$ cat src/ebm_pkg.sv
`default_nettype none
// ----------------------------------------------------------------------------
// ebm_pkg
// Shared types, codes and line tables of the serial EEPROM byte master.
// ----------------------------------------------------------------------------
package ebm_pkg;

  // default width of the slot and write-cycle counter
  localparam int WAIT_COUNTER_BITS_DEF = 24;

  // configuration port
  localparam int CFG_INDEX_BITS = 2;
  localparam int CFG_DATA_BITS  = 24;

  typedef enum logic [CFG_INDEX_BITS-1:0] {
    REG_DEVICE_ADDRESS   = 2'd0,
    REG_QUARTER_TICKS    = 2'd1,
    REG_ACK_TIMEOUT      = 2'd2,
    REG_WRITE_WAIT_TICKS = 2'd3
  } reg_index_t;

  // register reset values
  localparam logic [6:0]  DEVICE_ADDRESS_RST   = 7'd80;
  localparam logic [15:0] QUARTER_TICKS_RST    = 16'd200;
  localparam logic [7:0]  ACK_TIMEOUT_RST      = 8'd250;
  localparam logic [23:0] WRITE_WAIT_TICKS_RST = 24'd1000000;

  // opcodes
  localparam logic [1:0] OP_TICK  = 2'd0;
  localparam logic [1:0] OP_WRITE = 2'd1;
  localparam logic [1:0] OP_READ  = 2'd2;

  // byte stage within a transaction
  localparam logic [1:0] STAGE_DEVICE = 2'd0;
  localparam logic [1:0] STAGE_WORD   = 2'd1;
  localparam logic [1:0] STAGE_DATA   = 2'd2;
  localparam logic [1:0] STAGE_RECV   = 2'd3;

  // bits per byte on the bus
  localparam logic [3:0] BYTE_BITS = 4'd8;

  typedef enum logic [3:0] {
    PH_IDLE      = 4'd0,
    PH_START_A   = 4'd1,
    PH_START_B   = 4'd2,
    PH_START_C   = 4'd3,
    PH_SEND_LOW  = 4'd4,
    PH_SEND_HIGH = 4'd5,
    PH_ACK_LOW   = 4'd6,
    PH_ACK_HIGH  = 4'd7,
    PH_RECV_LOW  = 4'd8,
    PH_RECV_HIGH = 4'd9,
    PH_NACK_LOW  = 4'd10,
    PH_NACK_HIGH = 4'd11,
    PH_STOP_A    = 4'd12,
    PH_STOP_B    = 4'd13,
    PH_STOP_C    = 4'd14,
    PH_WAIT      = 4'd15
  } phase_t;

  typedef struct packed {
    logic [6:0]  device_address;
    logic [15:0] quarter_ticks;
    logic [7:0]  ack_timeout;
    logic [23:0] write_wait_ticks;
  } cfg_t;

  typedef struct packed {
    logic [1:0] opcode;
    logic [7:0] word_address;
    logic [7:0] write_data;
    logic       sda_in;
  } in_item_t;

  typedef struct packed {
    logic       scl;
    logic       sda_out;
    logic       busy_res;
    logic       done_res;
    logic [7:0] read_data;
    logic       ack_error;
  } out_item_t;

  // clock line level per phase
  function automatic logic line_scl(phase_t ph);
    logic lvl;
    case (ph)
      PH_START_C, PH_SEND_LOW, PH_ACK_LOW, PH_RECV_LOW,
      PH_NACK_LOW, PH_STOP_A: lvl = 1'b0;
      default:                lvl = 1'b1;
    endcase
    return lvl;
  endfunction

  // data line drive per phase, data bit used while a byte is sent
  function automatic logic line_sda(phase_t ph, logic data_bit);
    logic lvl;
    case (ph)
      PH_START_B, PH_START_C, PH_STOP_A, PH_STOP_B: lvl = 1'b0;
      PH_SEND_LOW, PH_SEND_HIGH:                    lvl = data_bit;
      default:                                      lvl = 1'b1;
    endcase
    return lvl;
  endfunction

endpackage
`default_nettype wire

$ cat src/ebm_in_if.sv
`default_nettype none
// ----------------------------------------------------------------------------
// ebm_in_if
// Tick channel into the byte master: valid, ready and one input item.
// ----------------------------------------------------------------------------
interface ebm_in_if;
  logic              valid;
  logic              ready;
  ebm_pkg::in_item_t data;

  modport source (output valid, output data, input ready);
  modport sink   (input valid, input data, output ready);
endinterface
`default_nettype wire

$ cat src/ebm_out_if.sv
`default_nettype none
// ----------------------------------------------------------------------------
// ebm_out_if
// Result channel out of the byte master: valid, ready and one result item.
// ----------------------------------------------------------------------------
interface ebm_out_if;
  logic               valid;
  logic               ready;
  ebm_pkg::out_item_t data;

  modport source (output valid, output data, input ready);
  modport sink   (input valid, input data, output ready);
endinterface
`default_nettype wire

$ cat src/ebm_cfg_if.sv
`default_nettype none
// ----------------------------------------------------------------------------
// ebm_cfg_if
// Register write channel: valid, ready, register index and write data.
// ----------------------------------------------------------------------------
interface ebm_cfg_if;
  logic                               valid;
  logic                               ready;
  logic [ebm_pkg::CFG_INDEX_BITS-1:0] index;
  logic [ebm_pkg::CFG_DATA_BITS-1:0]  wdata;

  modport source (output valid, output index, output wdata, input ready);
  modport sink   (input valid, input index, input wdata, output ready);
endinterface
`default_nettype wire

$ cat src/ebm_cfg_regs.sv
`default_nettype none
// ----------------------------------------------------------------------------
// ebm_cfg_regs
// Configuration registers, written one transaction at a time.
// ----------------------------------------------------------------------------
module ebm_cfg_regs (
  input  wire logic  clk,
  input  wire logic  rst_n,
  ebm_cfg_if.sink    cfg_if,
  output ebm_pkg::cfg_t cfg
);

  ebm_pkg::cfg_t cfg_r;
  ebm_pkg::cfg_t cfg_nxt;

  // writes are always taken
  assign cfg_if.ready = 1'b1;
  assign cfg          = cfg_r;

  // register select
  always_comb begin
    cfg_nxt = cfg_r;
    if (cfg_if.valid) begin
      case (ebm_pkg::reg_index_t'(cfg_if.index))
        ebm_pkg::REG_DEVICE_ADDRESS:   cfg_nxt.device_address   = cfg_if.wdata[6:0];
        ebm_pkg::REG_QUARTER_TICKS:    cfg_nxt.quarter_ticks    = cfg_if.wdata[15:0];
        ebm_pkg::REG_ACK_TIMEOUT:      cfg_nxt.ack_timeout      = cfg_if.wdata[7:0];
        ebm_pkg::REG_WRITE_WAIT_TICKS: cfg_nxt.write_wait_ticks = cfg_if.wdata[23:0];
        default:                       cfg_nxt = cfg_r;
      endcase
    end
  end

  always_ff @(posedge clk) begin
    if (!rst_n) begin
      cfg_r.device_address   <= ebm_pkg::DEVICE_ADDRESS_RST;
      cfg_r.quarter_ticks    <= ebm_pkg::QUARTER_TICKS_RST;
      cfg_r.ack_timeout      <= ebm_pkg::ACK_TIMEOUT_RST;
      cfg_r.write_wait_ticks <= ebm_pkg::WRITE_WAIT_TICKS_RST;
    end else begin
      cfg_r <= cfg_nxt;
    end
  end

endmodule
`default_nettype wire

$ cat src/ebm_seq.sv
`default_nettype none
// ----------------------------------------------------------------------------
// ebm_seq
// Bus sequencer: state registers and the single-pass next-state and line logic.
// ----------------------------------------------------------------------------
module ebm_seq #(
  parameter int WAIT_COUNTER_BITS = ebm_pkg::WAIT_COUNTER_BITS_DEF
) (
  input  wire logic              clk,
  input  wire logic              rst_n,
  input  wire logic              step,
  input  wire ebm_pkg::in_item_t item,
  input  wire ebm_pkg::cfg_t     cfg,
  output ebm_pkg::out_item_t     result
);

  localparam int CW = WAIT_COUNTER_BITS;
  // counter maximum, held wide enough for any counter width in range
  localparam logic [32:0] CNT_MAX = (33'd1 << CW) - 33'd1;

  ebm_pkg::phase_t phase_r, phase_nxt;
  logic [3:0]    bit_count_r, bit_count_nxt;
  logic [7:0]    shift_byte_r, shift_byte_nxt;
  logic [CW-1:0] delay_count_r, delay_count_nxt;
  logic [7:0]    poll_count_r, poll_count_nxt;
  logic [7:0]    received_byte_r, received_byte_nxt;
  logic          error_flag_r, error_flag_nxt;
  logic          is_read_r, is_read_nxt;
  logic [7:0]    held_address_r, held_address_nxt;
  logic [7:0]    held_data_r, held_data_nxt;
  logic [1:0]    stage_r, stage_nxt;

  logic [15:0]   quarter_eff;
  logic [32:0]   quarter_wide;
  logic [32:0]   wait_wide;
  logic [CW-1:0] slot_load;
  logic [CW-1:0] wait_load;
  logic [3:0]    bit_inc;
  logic [7:0]    recv_shift;
  logic          done;

  // delay loads, zero slot acts as one, oversize loads saturate
  assign quarter_eff  = (cfg.quarter_ticks == 16'd0) ? 16'd1 : cfg.quarter_ticks;
  assign quarter_wide = 33'(quarter_eff);
  assign wait_wide    = 33'(cfg.write_wait_ticks);
  assign slot_load    = (quarter_wide > CNT_MAX) ? CNT_MAX[CW-1:0] : quarter_wide[CW-1:0];
  assign wait_load    = (wait_wide > CNT_MAX) ? CNT_MAX[CW-1:0] : wait_wide[CW-1:0];

  assign bit_inc    = bit_count_r + 4'd1;
  assign recv_shift = {shift_byte_r[6:0], item.sda_in};

  // next state for one tick
  always_comb begin
    phase_nxt         = phase_r;
    bit_count_nxt     = bit_count_r;
    shift_byte_nxt    = shift_byte_r;
    delay_count_nxt   = delay_count_r;
    poll_count_nxt    = poll_count_r;
    received_byte_nxt = received_byte_r;
    error_flag_nxt    = error_flag_r;
    is_read_nxt       = is_read_r;
    held_address_nxt  = held_address_r;
    held_data_nxt     = held_data_r;
    stage_nxt         = stage_r;
    done              = 1'b0;

    if (phase_r == ebm_pkg::PH_IDLE) begin
      // new transaction, other opcodes leave the bus idle
      if (item.opcode == ebm_pkg::OP_WRITE || item.opcode == ebm_pkg::OP_READ) begin
        held_address_nxt = item.word_address;
        held_data_nxt    = item.write_data;
        is_read_nxt      = (item.opcode == ebm_pkg::OP_READ);
        error_flag_nxt   = 1'b0;
        poll_count_nxt   = 8'd0;
        stage_nxt        = ebm_pkg::STAGE_DEVICE;
        phase_nxt        = ebm_pkg::PH_START_A;
        delay_count_nxt  = slot_load;
      end
    end else if (phase_r == ebm_pkg::PH_ACK_HIGH) begin
      // acknowledge poll
      if (!item.sda_in) begin
        delay_count_nxt = slot_load;
        case (stage_r)
          ebm_pkg::STAGE_DEVICE: begin
            stage_nxt      = ebm_pkg::STAGE_WORD;
            shift_byte_nxt = held_address_r;
            bit_count_nxt  = 4'd0;
            phase_nxt      = ebm_pkg::PH_SEND_LOW;
          end
          ebm_pkg::STAGE_WORD: begin
            stage_nxt = ebm_pkg::STAGE_DATA;
            if (is_read_r) begin
              phase_nxt = ebm_pkg::PH_START_A;
            end else begin
              shift_byte_nxt = held_data_r;
              bit_count_nxt  = 4'd0;
              phase_nxt      = ebm_pkg::PH_SEND_LOW;
            end
          end
          default: begin
            if (is_read_r) begin
              stage_nxt      = ebm_pkg::STAGE_RECV;
              shift_byte_nxt = 8'd0;
              bit_count_nxt  = 4'd0;
              phase_nxt      = ebm_pkg::PH_RECV_LOW;
            end else begin
              phase_nxt = ebm_pkg::PH_STOP_A;
            end
          end
        endcase
      end else if (poll_count_r >= cfg.ack_timeout) begin
        error_flag_nxt  = 1'b1;
        phase_nxt       = ebm_pkg::PH_STOP_A;
        delay_count_nxt = slot_load;
      end else begin
        poll_count_nxt = poll_count_r + 8'd1;
      end
    end else if (delay_count_r > CW'(1)) begin
      // slot still running
      delay_count_nxt = delay_count_r - CW'(1);
    end else begin
      // end of slot
      delay_count_nxt = slot_load;
      case (phase_r)
        ebm_pkg::PH_START_A: phase_nxt = ebm_pkg::PH_START_B;
        ebm_pkg::PH_START_B: phase_nxt = ebm_pkg::PH_START_C;
        ebm_pkg::PH_START_C: begin
          shift_byte_nxt = {cfg.device_address, (stage_r != ebm_pkg::STAGE_DEVICE)};
          bit_count_nxt  = 4'd0;
          phase_nxt      = ebm_pkg::PH_SEND_LOW;
        end
        ebm_pkg::PH_SEND_LOW: phase_nxt = ebm_pkg::PH_SEND_HIGH;
        ebm_pkg::PH_SEND_HIGH: begin
          shift_byte_nxt = {shift_byte_r[6:0], 1'b0};
          bit_count_nxt  = bit_inc;
          phase_nxt      = (bit_inc >= ebm_pkg::BYTE_BITS) ? ebm_pkg::PH_ACK_LOW
                                                           : ebm_pkg::PH_SEND_LOW;
        end
        ebm_pkg::PH_ACK_LOW: begin
          // ack slot keeps the spent counter
          delay_count_nxt = delay_count_r;
          poll_count_nxt  = 8'd0;
          phase_nxt       = ebm_pkg::PH_ACK_HIGH;
        end
        ebm_pkg::PH_RECV_LOW: phase_nxt = ebm_pkg::PH_RECV_HIGH;
        ebm_pkg::PH_RECV_HIGH: begin
          shift_byte_nxt = recv_shift;
          bit_count_nxt  = bit_inc;
          if (bit_inc >= ebm_pkg::BYTE_BITS) begin
            received_byte_nxt = recv_shift;
            phase_nxt         = ebm_pkg::PH_NACK_LOW;
          end else begin
            phase_nxt = ebm_pkg::PH_RECV_LOW;
          end
        end
        ebm_pkg::PH_NACK_LOW:  phase_nxt = ebm_pkg::PH_NACK_HIGH;
        ebm_pkg::PH_NACK_HIGH: phase_nxt = ebm_pkg::PH_STOP_A;
        ebm_pkg::PH_STOP_A:    phase_nxt = ebm_pkg::PH_STOP_B;
        ebm_pkg::PH_STOP_B:    phase_nxt = ebm_pkg::PH_STOP_C;
        ebm_pkg::PH_STOP_C: begin
          if (!is_read_r && !error_flag_r && cfg.write_wait_ticks != 24'd0) begin
            phase_nxt       = ebm_pkg::PH_WAIT;
            delay_count_nxt = wait_load;
          end else begin
            delay_count_nxt = delay_count_r;
            phase_nxt       = ebm_pkg::PH_IDLE;
            done            = 1'b1;
          end
        end
        default: begin
          // end of the write cycle
          delay_count_nxt = delay_count_r;
          phase_nxt       = ebm_pkg::PH_IDLE;
          done            = 1'b1;
        end
      endcase
    end
  end

  // line levels and status after the tick
  always_comb begin
    result.scl       = ebm_pkg::line_scl(phase_nxt);
    result.sda_out   = ebm_pkg::line_sda(phase_nxt, shift_byte_nxt[7]);
    result.busy_res  = (phase_nxt != ebm_pkg::PH_IDLE);
    result.done_res  = done;
    result.read_data = received_byte_nxt;
    result.ack_error = error_flag_nxt;
  end

  // state registers
  always_ff @(posedge clk) begin
    if (!rst_n) begin
      phase_r         <= ebm_pkg::PH_IDLE;
      bit_count_r     <= 4'd0;
      shift_byte_r    <= 8'd0;
      delay_count_r   <= '0;
      poll_count_r    <= 8'd0;
      received_byte_r <= 8'd0;
      error_flag_r    <= 1'b0;
      is_read_r       <= 1'b0;
      held_address_r  <= 8'd0;
      held_data_r     <= 8'd0;
      stage_r         <= ebm_pkg::STAGE_DEVICE;
    end else if (step) begin
      phase_r         <= phase_nxt;
      bit_count_r     <= bit_count_nxt;
      shift_byte_r    <= shift_byte_nxt;
      delay_count_r   <= delay_count_nxt;
      poll_count_r    <= poll_count_nxt;
      received_byte_r <= received_byte_nxt;
      error_flag_r    <= error_flag_nxt;
      is_read_r       <= is_read_nxt;
      held_address_r  <= held_address_nxt;
      held_data_r     <= held_data_nxt;
      stage_r         <= stage_nxt;
    end
  end

  // bit counter never runs past one byte
  assert property (@(posedge clk) disable iff (!rst_n) bit_count_r <= ebm_pkg::BYTE_BITS)
    else $error("bit counter past one byte");

  // receive stage only exists in a read
  assert property (@(posedge clk) disable iff (!rst_n)
                   (stage_r == ebm_pkg::STAGE_RECV) |-> is_read_r)
    else $error("receive stage in a write transaction");

  // a finished transaction leaves the sequencer idle
  assert property (@(posedge clk) disable iff (!rst_n)
                   (step && done) |=> (phase_r == ebm_pkg::PH_IDLE))
    else $error("done without returning to idle");

  // a start from idle opens with the start condition
  assert property (@(posedge clk) disable iff (!rst_n)
                   (step && phase_r == ebm_pkg::PH_IDLE &&
                    (item.opcode == ebm_pkg::OP_WRITE || item.opcode == ebm_pkg::OP_READ))
                   |=> (phase_r == ebm_pkg::PH_START_A && stage_r == ebm_pkg::STAGE_DEVICE))
    else $error("start from idle did not begin a start condition");

endmodule
`default_nettype wire

$ cat src/ebm_out_reg.sv
`default_nettype none
// ----------------------------------------------------------------------------
// ebm_out_reg
// Result register between the sequencer and the result channel.
// ----------------------------------------------------------------------------
module ebm_out_reg (
  input  wire logic               clk,
  input  wire logic               rst_n,
  input  wire logic               load_valid,
  input  wire ebm_pkg::out_item_t load_data,
  output logic                    load_ready,
  ebm_out_if.source               out_if
);

  logic               valid_r, valid_nxt;
  ebm_pkg::out_item_t data_r;

  // free when empty or when the held result leaves this cycle
  assign load_ready  = !valid_r || out_if.ready;
  assign valid_nxt   = load_ready ? load_valid : valid_r;
  assign out_if.valid = valid_r;
  assign out_if.data  = data_r;

  always_ff @(posedge clk) begin
    if (!rst_n) begin
      valid_r <= 1'b0;
    end else begin
      valid_r <= valid_nxt;
    end
  end

  // payload loads with each accepted tick
  always_ff @(posedge clk) begin
    if (load_ready && load_valid) begin
      data_r <= load_data;
    end
  end

endmodule
`default_nettype wire

$ cat src/i2c_eeprom_byte_master.sv
`default_nettype none
// ----------------------------------------------------------------------------
// i2c_eeprom_byte_master
// Tick-driven bus master for byte writes and random reads of a serial EEPROM.
// ----------------------------------------------------------------------------
// Every input transaction is one bus tick and yields exactly one result
// transaction holding the clock and data line levels, busy, done, the last
// read byte and the ack error flag after that tick. A tick is taken every
// clock cycle and its result appears in the next cycle from the result
// register; the input stalls only while that register holds a result the
// sink has not taken. Bus timing is counted in ticks, not clock cycles: each
// line phase lasts quarter_ticks ticks, an ack is polled for up to
// ack_timeout high ticks, and a byte write ends with write_wait_ticks ticks
// of write cycle before done. The user must write registers only while no
// transaction is in progress (unenforced); the register port is always ready.
module i2c_eeprom_byte_master #(
  parameter int WAIT_COUNTER_BITS = ebm_pkg::WAIT_COUNTER_BITS_DEF
) (
  input  wire logic clk,
  input  wire logic rst_n,
  ebm_in_if.sink    in_if,
  ebm_out_if.source out_if,
  ebm_cfg_if.sink   cfg_if
);

  ebm_pkg::cfg_t      cfg;
  ebm_pkg::out_item_t result;
  logic               load_ready;
  logic               step;

  // tick accepted whenever the result register can take its result
  assign in_if.ready = load_ready;
  assign step        = in_if.valid && load_ready;

  ebm_cfg_regs u_cfg (
    .clk    (clk),
    .rst_n  (rst_n),
    .cfg_if (cfg_if),
    .cfg    (cfg)
  );

  ebm_seq #(
    .WAIT_COUNTER_BITS (WAIT_COUNTER_BITS)
  ) u_seq (
    .clk    (clk),
    .rst_n  (rst_n),
    .step   (step),
    .item   (in_if.data),
    .cfg    (cfg),
    .result (result)
  );

  ebm_out_reg u_out (
    .clk        (clk),
    .rst_n      (rst_n),
    .load_valid (in_if.valid),
    .load_data  (result),
    .load_ready (load_ready),
    .out_if     (out_if)
  );

endmodule
`default_nettype wire

$ cat src/flat_wrapper.sv
// flat-port wrapper written by rule: the top's interface ports become plain ports
module i2c_eeprom_byte_master_flat 
#(
  parameter int WAIT_COUNTER_BITS = ebm_pkg::WAIT_COUNTER_BITS_DEF
)
  (clk, rst_n, in_if_valid, in_if_data, in_if_ready, out_if_valid, out_if_data, out_if_ready, cfg_if_valid, cfg_if_index, cfg_if_wdata, cfg_if_ready);
  ebm_in_if in_if_i ();
  ebm_out_if out_if_i ();
  ebm_cfg_if cfg_if_i ();
  input  wire logic clk;
  input  wire logic rst_n;
  input wire logic [$bits(in_if_i.valid)-1:0] in_if_valid;
  input wire logic [$bits(in_if_i.data)-1:0] in_if_data;
  output wire logic [$bits(in_if_i.ready)-1:0] in_if_ready;
  output wire logic [$bits(out_if_i.valid)-1:0] out_if_valid;
  output wire logic [$bits(out_if_i.data)-1:0] out_if_data;
  input wire logic [$bits(out_if_i.ready)-1:0] out_if_ready;
  input wire logic [$bits(cfg_if_i.valid)-1:0] cfg_if_valid;
  input wire logic [$bits(cfg_if_i.index)-1:0] cfg_if_index;
  input wire logic [$bits(cfg_if_i.wdata)-1:0] cfg_if_wdata;
  output wire logic [$bits(cfg_if_i.ready)-1:0] cfg_if_ready;
  assign in_if_i.valid = in_if_valid;
  assign in_if_i.data = in_if_data;
  assign in_if_ready = in_if_i.ready;
  assign out_if_valid = out_if_i.valid;
  assign out_if_data = out_if_i.data;
  assign out_if_i.ready = out_if_ready;
  assign cfg_if_i.valid = cfg_if_valid;
  assign cfg_if_i.index = cfg_if_index;
  assign cfg_if_i.wdata = cfg_if_wdata;
  assign cfg_if_ready = cfg_if_i.ready;
  i2c_eeprom_byte_master #(.WAIT_COUNTER_BITS(WAIT_COUNTER_BITS)) u_core (.clk(clk), .rst_n(rst_n), .in_if(in_if_i), .out_if(out_if_i), .cfg_if(cfg_if_i));
endmodule
$ cat config.mk
export PLATFORM = sky130hd
export DESIGN_NAME = i2c_eeprom_byte_master_flat
export DESIGN_NICKNAME = d
export VERILOG_FILES = /design/src/ebm_pkg.sv /design/src/ebm_in_if.sv /design/src/ebm_out_if.sv /design/src/ebm_cfg_if.sv /design/src/ebm_cfg_regs.sv /design/src/ebm_seq.sv /design/src/ebm_out_reg.sv /design/src/i2c_eeprom_byte_master.sv /design/src/flat_wrapper.sv
export SDC_FILE = /design/constraint.sdc
export NUM_CORES = 1
export LEC_CHECK = 0
export BUFFER_PORTS_ARGS = -buffer_cell sky130_fd_sc_hd__buf_2
export CORE_ASPECT_RATIO = 1.5
export CORE_MARGIN = 4
export CORE_UTILIZATION = 45
export CTS_BUF_LIST = sky130_fd_sc_hd__clkbuf_4
export CTS_CLUSTER_DIAMETER = 30
export CTS_CLUSTER_SIZE = 14
export DETAILED_ROUTE_END_ITERATION = 16
export HOLD_SLACK_MARGIN = 0.1
export PLACE_DENSITY = 0.73
export SLEW_MARGIN = 30
export SYNTH_ARGS = -nofsm -noshare
export SYNTH_HDL_FRONTEND = slang
export SYNTH_SLANG_ARGS = --single-unit
$ cat constraint.sdc
create_clock -name clk -period 2.5 [get_ports clk]
set_input_delay 0.375 -clock clk [delete_from_list [all_inputs] [get_ports clk]]
set_output_delay 0.375 -clock clk [all_outputs]
set_load 0.05 [all_outputs]
* After elaboration in Yosys (flattened, before gate mapping)
Index checks and enable logic that the tools add are counted.
** Word-level totals
- Flip-flop bits (word level) :: 145
- Bits of input ports :: 50
- Output and inout port bits :: 16
- Logic and storage cells :: 176
** Cells by class
- Add/sub/neg operators :: 3
- Order comparisons :: 5
- Eq/ne operators :: 40
- Muxes and demuxes :: 66
- Bitwise logic cells :: 1
- Reduce and logical (&&, ||, !) cells :: 38
** Operators by type and width (number)
- 24-bit 2-to-1 mux :: 9
- 8-bit 2-to-1 mux :: 18
- 4-bit one-hot mux with 13 select lines :: 1
- 4-bit 2-to-1 mux :: 12
- 24-bit one-hot mux with 2 select lines :: 1
- 4-bit == test, second input constant :: 11
- 4-bit by 3-bit == test with 1-bit output, second input constant :: 7
- 16-bit by 24-bit > comparator with 1-bit output, second input constant :: 1
- 24-bit by 1-bit > comparator with 1-bit output, second input constant :: 1
- 24-bit > comparator, second input constant :: 1
- 4-bit one-hot mux with 2 select lines :: 3
- 8-bit one-hot mux with 3 select lines :: 1
- 24-bit nonzero test :: 1
- 24-bit by 1-bit subtractor with 24-bit output, second input constant :: 1
- 4-bit by 2-bit == test with 1-bit output, second input constant :: 4
- 16-bit logical NOT :: 1
- 16-bit 2-to-1 mux :: 1
- 8-bit one-hot mux with 2 select lines :: 1
- 2-bit 2-to-1 mux :: 7
- 7-bit AND reduction :: 2
- 3-bit inequality test, second input constant :: 4
- 4-bit nonzero test :: 3
- 12-bit OR reduction :: 1
- 11-bit OR reduction :: 1
- other kinds (33) :: 60

* Logic depth before layout (Yosys ltp)
Gate-level depths: netlist of the first run.
- Depth after elaboration :: 11
- Mapped depth :: 12
- Mapped depth without buffers :: 9

* Cells and area by module
From an unflattened synthesis of the first run, not the netlist that was laid out.
** Second synthesis, totals
- Cell total of the unflattened synthesis :: 904
- Area, all modules :: 7626.1 µm²
** Modules (own cells, without submodules)
- ebm_seq :: times used 1, cells each 663, area each 4996.0 µm², seq. area each 1521.5 µm²
- ebm_cfg_regs :: times used 1, cells each 222, area each 2175.8 µm², seq. area each 1101.1 µm²
- ebm_out_reg :: times used 1, cells each 18, area each 447.9 µm², seq. area each 410.4 µm²
- i2c_eeprom_byte_master :: times used 1, cells each 1, area each 6.3 µm², seq. area each 0.0 µm²

* Worst setup path before layout of the first run
Ideal clock, no wire load.
- Path kind :: register to register
- Start :: register u_core.u_seq.delay_count_r[19]
- End :: register u_core.u_out.data_r, in the netlist u_core.u_out.out_if.data[10] (data pin)
- Library setup time :: 0.270 ns
- Data arrival time :: 2.485 ns
- Data required time :: 2.230 ns
- Path slack :: -0.255 ns
- Stages on the path, launching flop included :: 10
- Path buffers :: 2
- Period minus slack after synthesis :: 2.755 ns
- Cell sequence :: dfxtp_1 or4_4 or4b_4 nor3_2 buf_4 buf_2 nand3_1 a21oi_1 and2_1 nand3b_1
** RTL lines
- start, declared :: RTL line ebm_seq.sv:24 : logic [CW-1:0] delay_count_r, delay_count_nxt;
- start signal, assigned :: RTL line ebm_seq.sv:208 : delay_count_r <= delay_count_nxt;
- end signal, assigned :: RTL line ebm_out_reg.sv:35 : data_r <= load_data;
- end, declared :: RTL line ebm_out_reg.sv:16 : ebm_pkg::out_item_t data_r;

* Worst setup path in the final report of the first run
- Start :: register u_core.u_seq.delay_count_r[16]
- End :: register u_core.u_seq.delay_count_r[2]
** Between the ends
- Cells in the longest elaborated chain, start to end :: 4
- Elaborated cells between the ends (all ways) :: 7
- Those cells by class :: 1 x order compare; 1 x eq/ne; 3 x mux; 2 x reduce/logical
** RTL lines
- 24-bit by 1-bit > comparator with 1-bit output (*) :: RTL line ebm_seq.sv:118 : end else if (delay_count_r > CW'(1)) begin
- branches (longest 3 deep; another with 5-bit inequality test)
Every way passes the cells marked *.
A chain may end at the register's enable or synchronous reset.

==> run metrics, run 1 <==
fraction of layout cells with a size suffix above 1=between 30% and 40%; Synth Area in Simple Gates=~25%; Synth Cell Area=between 0.007 and 0.008 mm2; part of the Yosys area used for sequential elements=about 41%; Peak supply drop=~380 uV; Final Hold Viols=0; via count=7652; commonest non-fill, non-tap cells in the layout=nand2_1 (162), dfxtp_1 (129), buf_4 (95); Avg Vias per Cell=around 5.9; number of buffers inserted by port buffering=64; cells after synthesis=~900; final critical delay including setup and external delays=about 2800 ps; DIE AREA=around 0.019 mm2; Final Cell Area=roughly 0.010 mm2; Max Cap Violations=0; CTS Root Cell=clkbuf_4; Synth Area in Compound Gates=~23%; combined global-route utilization of all metal layers=25.4%; endpoints failing setup=65; number of DRC markers after the initial detailed-route iteration=around 550; area share of fa/ha/maj cells after synthesis=under 10%; post-synthesis mux area share=2.41%; unrepaired setup endpoints after global routing=true; highest net fanout along the worst path=6; number of placement rows=57; cell type of the slowest stage on the worst timing path=or4b_4; Arr. time, crit path=3310 ps; core footprint=0.0163 mm2; cell area after placement=0.00860 mm2; portion of the clock cycle consumed by the worst path in the final layout=113%; initial antenna violation count=1; hpwl dp=around 16000 um; XOR/XNOR Fraction of Synth Area=under 10%; first-pass GRT wire length=about 38000 um; Clock Tree Buf Depth=2; length of the first detailed-routing pass in iterations=6; result of the run=complete, but fails checks; post-layout net count=1149; most common library cell in the layout ignoring fill and taps=nand2_1; post-route antenna net violation count=0; distinct cell type count of the synthesized netlist=73; worst slew margin relative to its limit=around 37%; number of fillers in the final layout=around 1300; die extent in y=around 170 um; Post-synth ARST share=0%; P&R area growth vs syn=37.2%; highest clock rate=approximately 0.35 GHz; main combinational cell family by area after synthesis=simple AND/OR/NAND/NOR gates; worst endpoint required time=between 2000 and 3000 ps; number of placed instances with taps included=around 1200; WL final=between 20000 and 25000 um; total clock buffers created by CTS=17; remaining global-route overflow=0; largest net degree at the start of global routing=43; synthesized area per cell=~8.3 um2; Pwr Density=between 600 and 700 mW/mm2; crit start category=flip-flop; leakage power figure=4.18 nW; via count of the first global-routing pass=7474; Placer Congestion=approximately 0.95; Setup Skew=~30 ps; Min-Delay Path Class=in2reg; number of DRC violations after detailed routing=0; CP Cell Sequence=or4_4 > or4b_4 > or3_4 > buf_12 > o21ai_4 > buf_6 > buf_4 > a221oi_2 > nor2_1; yosys warns=0; Least-Margin Pin Slew=about 940 ps; number of standard cells in the layout, taps in and fillers out=around 1300; least setup slack across all paths after layout=-330 ps; width of the die=between 100 and 150 um; clock insertion delay at the later pin of the skew report=570 ps; sort of element at the end of the critical path=flip-flop; number of synthesized register bits=~150; primary flip-flop cell chosen by synthesis mapping=dfxtp_1; peak per-stage delay on the critical path=slightly below 600 ps; average wire per cell in the routed design=18.9 um; count of H-tree levels built during CTS=4; critical path class=reg2reg; violated checks=setup timing; CTS tree=built; post-CTS clock slew at the launch and capture registers of the worst setup and hold paths=approximately 150 ps; synthesized net count=between 900 and 1000; EDFF count, synth=13; TritonCTS sink count=~150; I/O Pins=66; Pins Over Slew Limit=0; effective utilization at floorplan=45.9%
## routing by layer
metal / vias to the layer above / routed length (um) / track usage, %
met5: - / 0 / 0
met4: 0 / 1860 / 15.1
met3: 133 / 1320 / 4.34
met2: 332 / 12800 / 46.3
met1: 3585 / 8710 / 26.8
li1: 3602 / - / -
## state kept, by name (all words and copies together) (netlist names)
signal                        flops
u_core.u_seq.error_flag_r         1
u_core.u_out.out_if.data         13
u_core.u_seq.delay_count_r       24
u_core.u_cfg.cfg                 55
u_core.u_seq.received_byte_r      8
u_core.u_seq.shift_byte_r         8
u_core.u_seq.stage_r              2
u_core.u_seq.phase_r              4
u_core.u_seq.held_data_r          8
u_core.u_seq.is_read_r            1
u_core.u_out.out_if.valid         1
u_core.u_seq.bit_count_r          4
u_core.u_seq.held_address_r       8
u_core.u_seq.poll_count_r         8
## synthesized netlist by cell type (15+ instances only)
| cell | number | area share, % |
|---|---|---|
| a21boi_0 | 60 | 6.0 |
| o21ai_0 | 31 | 2.1 |
| nand2_1 | 169 | 8.5 |
| nand3_1 | 33 | 2.2 |
| nor2_1 | 65 | 3.3 |
| nor3_1 | 16 | 1.1 |
| dfxtp_1 | 132 | 35 |
| clkbuf_1 | 41 | 2.1 |
| nor2b_1 | 20 | 1.7 |
| nor4_1 | 15 | 1.3 |
| inv_1 | 19 | 0.96 |
| a21oi_1 | 43 | 2.9 |
## critical path: cells and delay by family (launching register included)
kind                   cells  cell delay [ps]
and+or+nand+nor            4             1730
buffers and inverters      3              400
DFF                        1              350
AOI/OAI and AO/OA          2              280
## metrics by stage
| step | setup TNS, ps | total power, mW | setup WS [ps] | hold slack, ps | utilization [%] |
|---|---|---|---|---|---|
| CTS | -9820 | 6.39 | -247 | 102 | 61.4 |
| detailed placement | -11060 | 4.40 | -290 | 455 | 52.9 |
| global route | -16260 | 6.86 | -375 | 103 | 63.0 |
| floorplan | -2010 | 3.75 | -175 | 439 | - |
| global placement | -8420 | 4.37 | -242 | 448 | 52.9 |
| finish | -11860 | 6.57 | -330 | 119 | 63.0 |
## final cells by class
| class | instances | area [um2] | area share [%] |
|---|---|---|---|
| antenna | 1 | 2.50 | 0.0244 |
| clock buffer | 17 | 128 | 1.25 |
| clock inverter | 15 | 184 | 1.80 |
| inverter | 19 | 71.3 | 0.696 |
| multi-input combinational | 679 | 4730 | 46.1 |
| sequential | 145 | 3040 | 29.6 |
| tap | 206 | 258 | 2.52 |
| timing repair buffer | 224 | 1840 | 17.9 |
## timing repair
action                     in CTS  in global routing
pin swaps                      41                 21
hold endpoints to repair       59                  0
resized for setup             108                 51
hold buffers                   41                  0
gates cloned                    5                  0
setup endpoints to repair      66                 67
setup buffers                  14                  9
## worst paths after layout
kind,startpoint,endpoint,slack (ps),cells after the start
worst min-delay path,out_if_ready,u_core.u_out.out_if.valid,120,3
worst max register to register,u_core.u_seq.delay_count_r[16],u_core.u_seq.delay_count_r[2],-330,9
worst min register to register,u_core.u_seq.held_data_r[4],u_core.u_seq.held_data_r[4],470,2
worst max-delay path,u_core.u_seq.delay_count_r[16],u_core.u_seq.delay_count_r[2],-330,9
## where the power goes
group | internal (mW) | switching (mW) | total (mW)
Clock | 0.487 | 1.09 | 1.58
Sequential | 2.49 | 0.105 | 2.59
Combinational | 1.09 | 1.31 | 2.40
## cells by family (layout without fill, tap and decap cells)
group	after synthesis	in the layout
buf+inv	78	275
compound gates	241	241
flops	145	145
simple gates	389	389
other cells	1	2
mux	17	17
fa+ha+maj	13	13
xor+xnor	18	18
No activity file was read; power rests on OpenSTA's default activity.
==> run 2, diff against run 1 <==
- PLACE_DENSITY: 0.73 -> 0.65
==> run 2 against run 1 <==
The flow still finishes with violations (setup timing). Die area did not move. Maximum frequency rose by 2.2%. Sequential share of layout area rose by 1.2 points. Sequential power barely moved. Largest cell class unchanged. Largest power group unchanged.
==> run metrics, run 2 (synthesis results as in run 1) <==
Avg Vias per Cell=5.78 (was 5.86); unrepaired setup endpoints after global routing=true (unchanged); leakage power figure=4.05 nW (was 4.18 nW); number of placement rows=57 (unchanged); Max Cap Violations=0 (unchanged); I/O Pins=66 (unchanged); number of DRC markers after the initial detailed-route iteration=464 (was 547); largest net degree at the start of global routing=46 (was 43); sort of element at the end of the critical path=flip-flop (unchanged); core footprint=0.0163 mm2 (unchanged); post-layout net count=1142 (was 1149); P&R area growth vs syn=32.1% (was 37.2%); DIE AREA=0.0188 mm2 (unchanged); Crit path depth=10 (was 9); most common library cell in the layout ignoring fill and taps=nand2_1 (unchanged); worst reg2reg startpoint=u_core.u_seq.delay_count_r[15] (was u_core.u_seq.delay_count_r[16]); post-placement worst setup slack=-328 ps (was -290 ps); Clock Tree Buf Depth=2 (unchanged); remaining global-route overflow=0 (unchanged); CP Cell Sequence=or4_4 > or4b_4 > nor3_4 > buf_12 > buf_4 > o22ai_2 > a32oi_1 > buf_4 > buf_6 > mux2i_1 (was or4_4 > or4b_4 > or3_4 > buf_12 > o21ai_4 > buf_6 > buf_4 > a221oi_2 > nor2_1); number of buffers inserted by port buffering=64 (unchanged); cell type of the slowest stage on the worst timing path=or4b_4 (unchanged); flop2flop setup slack=-270 ps (was -330 ps); WL final=24200 um (was 24700 um); post-route antenna net violation count=0 (unchanged); result of the run=complete, but fails checks (unchanged); CTS tree=built (unchanged); sequential cell fraction of total power=40.7% (was 39.4%); highest net fanout along the worst path=7 (was 6); cell family contributing the most delay on the critical path=simple AND/OR/NAND/NOR gates (unchanged); worst slew margin relative to its limit=49.1% (was 36.5%); critical path class=reg2reg (unchanged); worst endpoint required time=2910 ps (was 2980 ps); portion of the clock cycle consumed by the worst path in the final layout=111% (was 113%); Min Hold Slack=124 ps (was 119 ps); number of DRC violations after detailed routing=0 (unchanged); number of placed instances with taps included=1213 (was 1207); hpwl dp=16700 um (was 16400 um); switching share of power=33.7% (was 38.1%); count of H-tree levels built during CTS=4 (unchanged); total internal power=4.22 mW (was 4.07 mW); Peak supply drop=441 uV (was 379 uV); average wire per cell in the routed design=18.6 um (was 18.9 um); Arr. time, crit path=3180 ps (was 3310 ps); Setup Skew=19.8 ps (was 29.6 ps); Final Hold Viols=0 (unchanged); CTS Root Cell=clkbuf_4 (unchanged); final critical delay including setup and external delays=2770 ps (was 2830 ps); capturing point of the worst reg2reg path=u_core.u_out.out_if.data[11] (was u_core.u_seq.delay_count_r[2]); width of the die=113 um (unchanged); effective utilization at floorplan=45.9% (unchanged); Worst Setup SP=u_core.u_seq.delay_count_r[15] (was u_core.u_seq.delay_count_r[16]); die extent in y=166 um (unchanged); total clock buffers created by CTS=17 (unchanged); via count of the first global-routing pass=7363 (was 7474); number of standard cells in the layout, taps in and fillers out=1299 (was 1306); flip-flop count of the largest register after layout=55 (unchanged); relative contribution of the clock network to total power=26.8% (was 24.0%); Min-Delay Path Class=in2reg (unchanged); crit start category=flip-flop (unchanged); via count=7508 (was 7652); reg2reg path depth=10 (was 9); buffering stage count on the worst path with inverters included=4 (was 3); first-pass GRT wire length=37500 um (was 38200 um); fraction of layout cells with a size suffix above 1=27.1% (was 30.7%); total negative slack=-12530 ps (was -11860 ps); TritonCTS sink count=145 (unchanged); length of the first detailed-routing pass in iterations=5 (was 6); post-CTS clock slew at the launch and capture registers of the worst setup and hold paths=130 ps (was 150 ps); violated checks=setup timing (unchanged); Setup crit end=u_core.u_out.out_if.data[11] (was u_core.u_seq.delay_count_r[2]); initial antenna violation count=1 (unchanged); highest clock rate=0.361 GHz (was 0.353 GHz); Least-Margin Pin Slew=761 ps (was 945 ps); part of the power in combinational logic=32.5% (was 36.5%); combined global-route utilization of all metal layers=25.3% (was 25.4%); peak per-stage delay on the critical path=590 ps (about the same); most numerous cell on the critical path=buf_4; commonest non-fill, non-tap cells in the layout=nand2_1 (166), dfxtp_1 (129), buf_4 (100) (was nand2_1 (162), dfxtp_1 (129), buf_4 (95)); endpoints failing setup=67 (was 65); sw power=2.14 mW (was 2.50 mW); clock insertion delay at the later pin of the skew report=570 ps (about the same); Pwr Density=644 mW/mm2 (was 642 mW/mm2); Pins Over Slew Limit=0 (unchanged); least setup slack across all paths after layout=-270 ps (was -330 ps); Placer Congestion=0.966 (was 0.953)
-- run 2: how the worst min path moves through the flow --
| stage | startpoint | end | slack [ps] | cells after the start |
|---|---|---|---|---|
| after global routing | out_if_ready | u_core.u_out.out_if.valid | 140 | 3 |
| after floorplan | u_core.u_seq.held_address_r[0] | u_core.u_seq.held_address_r[0] | 440 | 2 |
| final | out_if_ready | u_core.u_out.out_if.valid | 120 | 3 |
| after global placement | u_core.u_seq.held_address_r[3] | u_core.u_seq.held_address_r[3] | 450 | 2 |
| after CTS | out_if_ready | u_core.u_out.out_if.valid | 110 | 3 |
| after detailed placement | u_core.u_seq.held_address_r[4] | u_core.u_seq.held_address_r[4] | 460 | 2 |
-- run 2: final cells by class --
cell class / instances / area (um2)
timing repair buffer: 214 / 1640
tap: 206 / 258
sequential: 145 / 3040
antenna: 1 / 2.50
fill: 1441 / 6400
clock inverter: 14 / 188
inverter: 19 / 71.3
multi-input combinational: 682 / 4530
clock buffer: 18 / 135
-- run 2: metrics by stage --
step / instance area, um2 / power, mW / utilization [%]
6_report: 9860 / 6.36 / 60.6
5_1_grt: 9860 / 6.66 / 60.6
4_1_cts: 9660 / 6.28 / 59.4
3_5_place_dp: 8660 / 4.42 / 53.3
3_3_place_gp: 8660 / 4.40 / 53.3
2_1_floorplan: 7550 / 3.75 / -
-- run 2: worst reg2reg max path, delay by kind of cell, from the launching register on --
| family | cells | cell delay [ps] |
|---|---|---|
| AOI/OAI and AO/OA | 2 | 260 |
| DFF | 1 | 340 |
| muxes | 1 | 200 |
| buffers and inverters | 4 | 520 |
| and+or+nand+nor | 3 | 1310 |
-- run 2: metal layers --
layer / up-vias / track usage, % / share of wire, %
li1: 3587 / - / -
met1: 3546 / 26.2 / 36
met2: 275 / 46.0 / 53
met3: 100 / 4.85 / 4.6
met4: 0 / 15.8 / 6.3
met5: - / 0 / 0
-- run 2: timing repair --
item,4_1_cts,5_1_grt
buffers inserted,8,3
hold buffers,41,0
pin swaps,19,18
hold endpoints to repair,63,0
gates resized for setup,57,42
setup endpoints to repair,65,67
gates cloned,3,1
-- run 2: power groups by stage --
stage | Clock (mW) | Sequential, mW | Combinational [mW]
4_1_cts | 1.74 | 2.58 | 1.96
2_1_floorplan | 0 | 2.69 | 1.06
3_3_place_gp | 0 | 2.63 | 1.78
5_1_grt | 1.84 | 2.59 | 2.22
3_5_place_dp | 0 | 2.63 | 1.79
6_report | 1.71 | 2.58 | 2.07
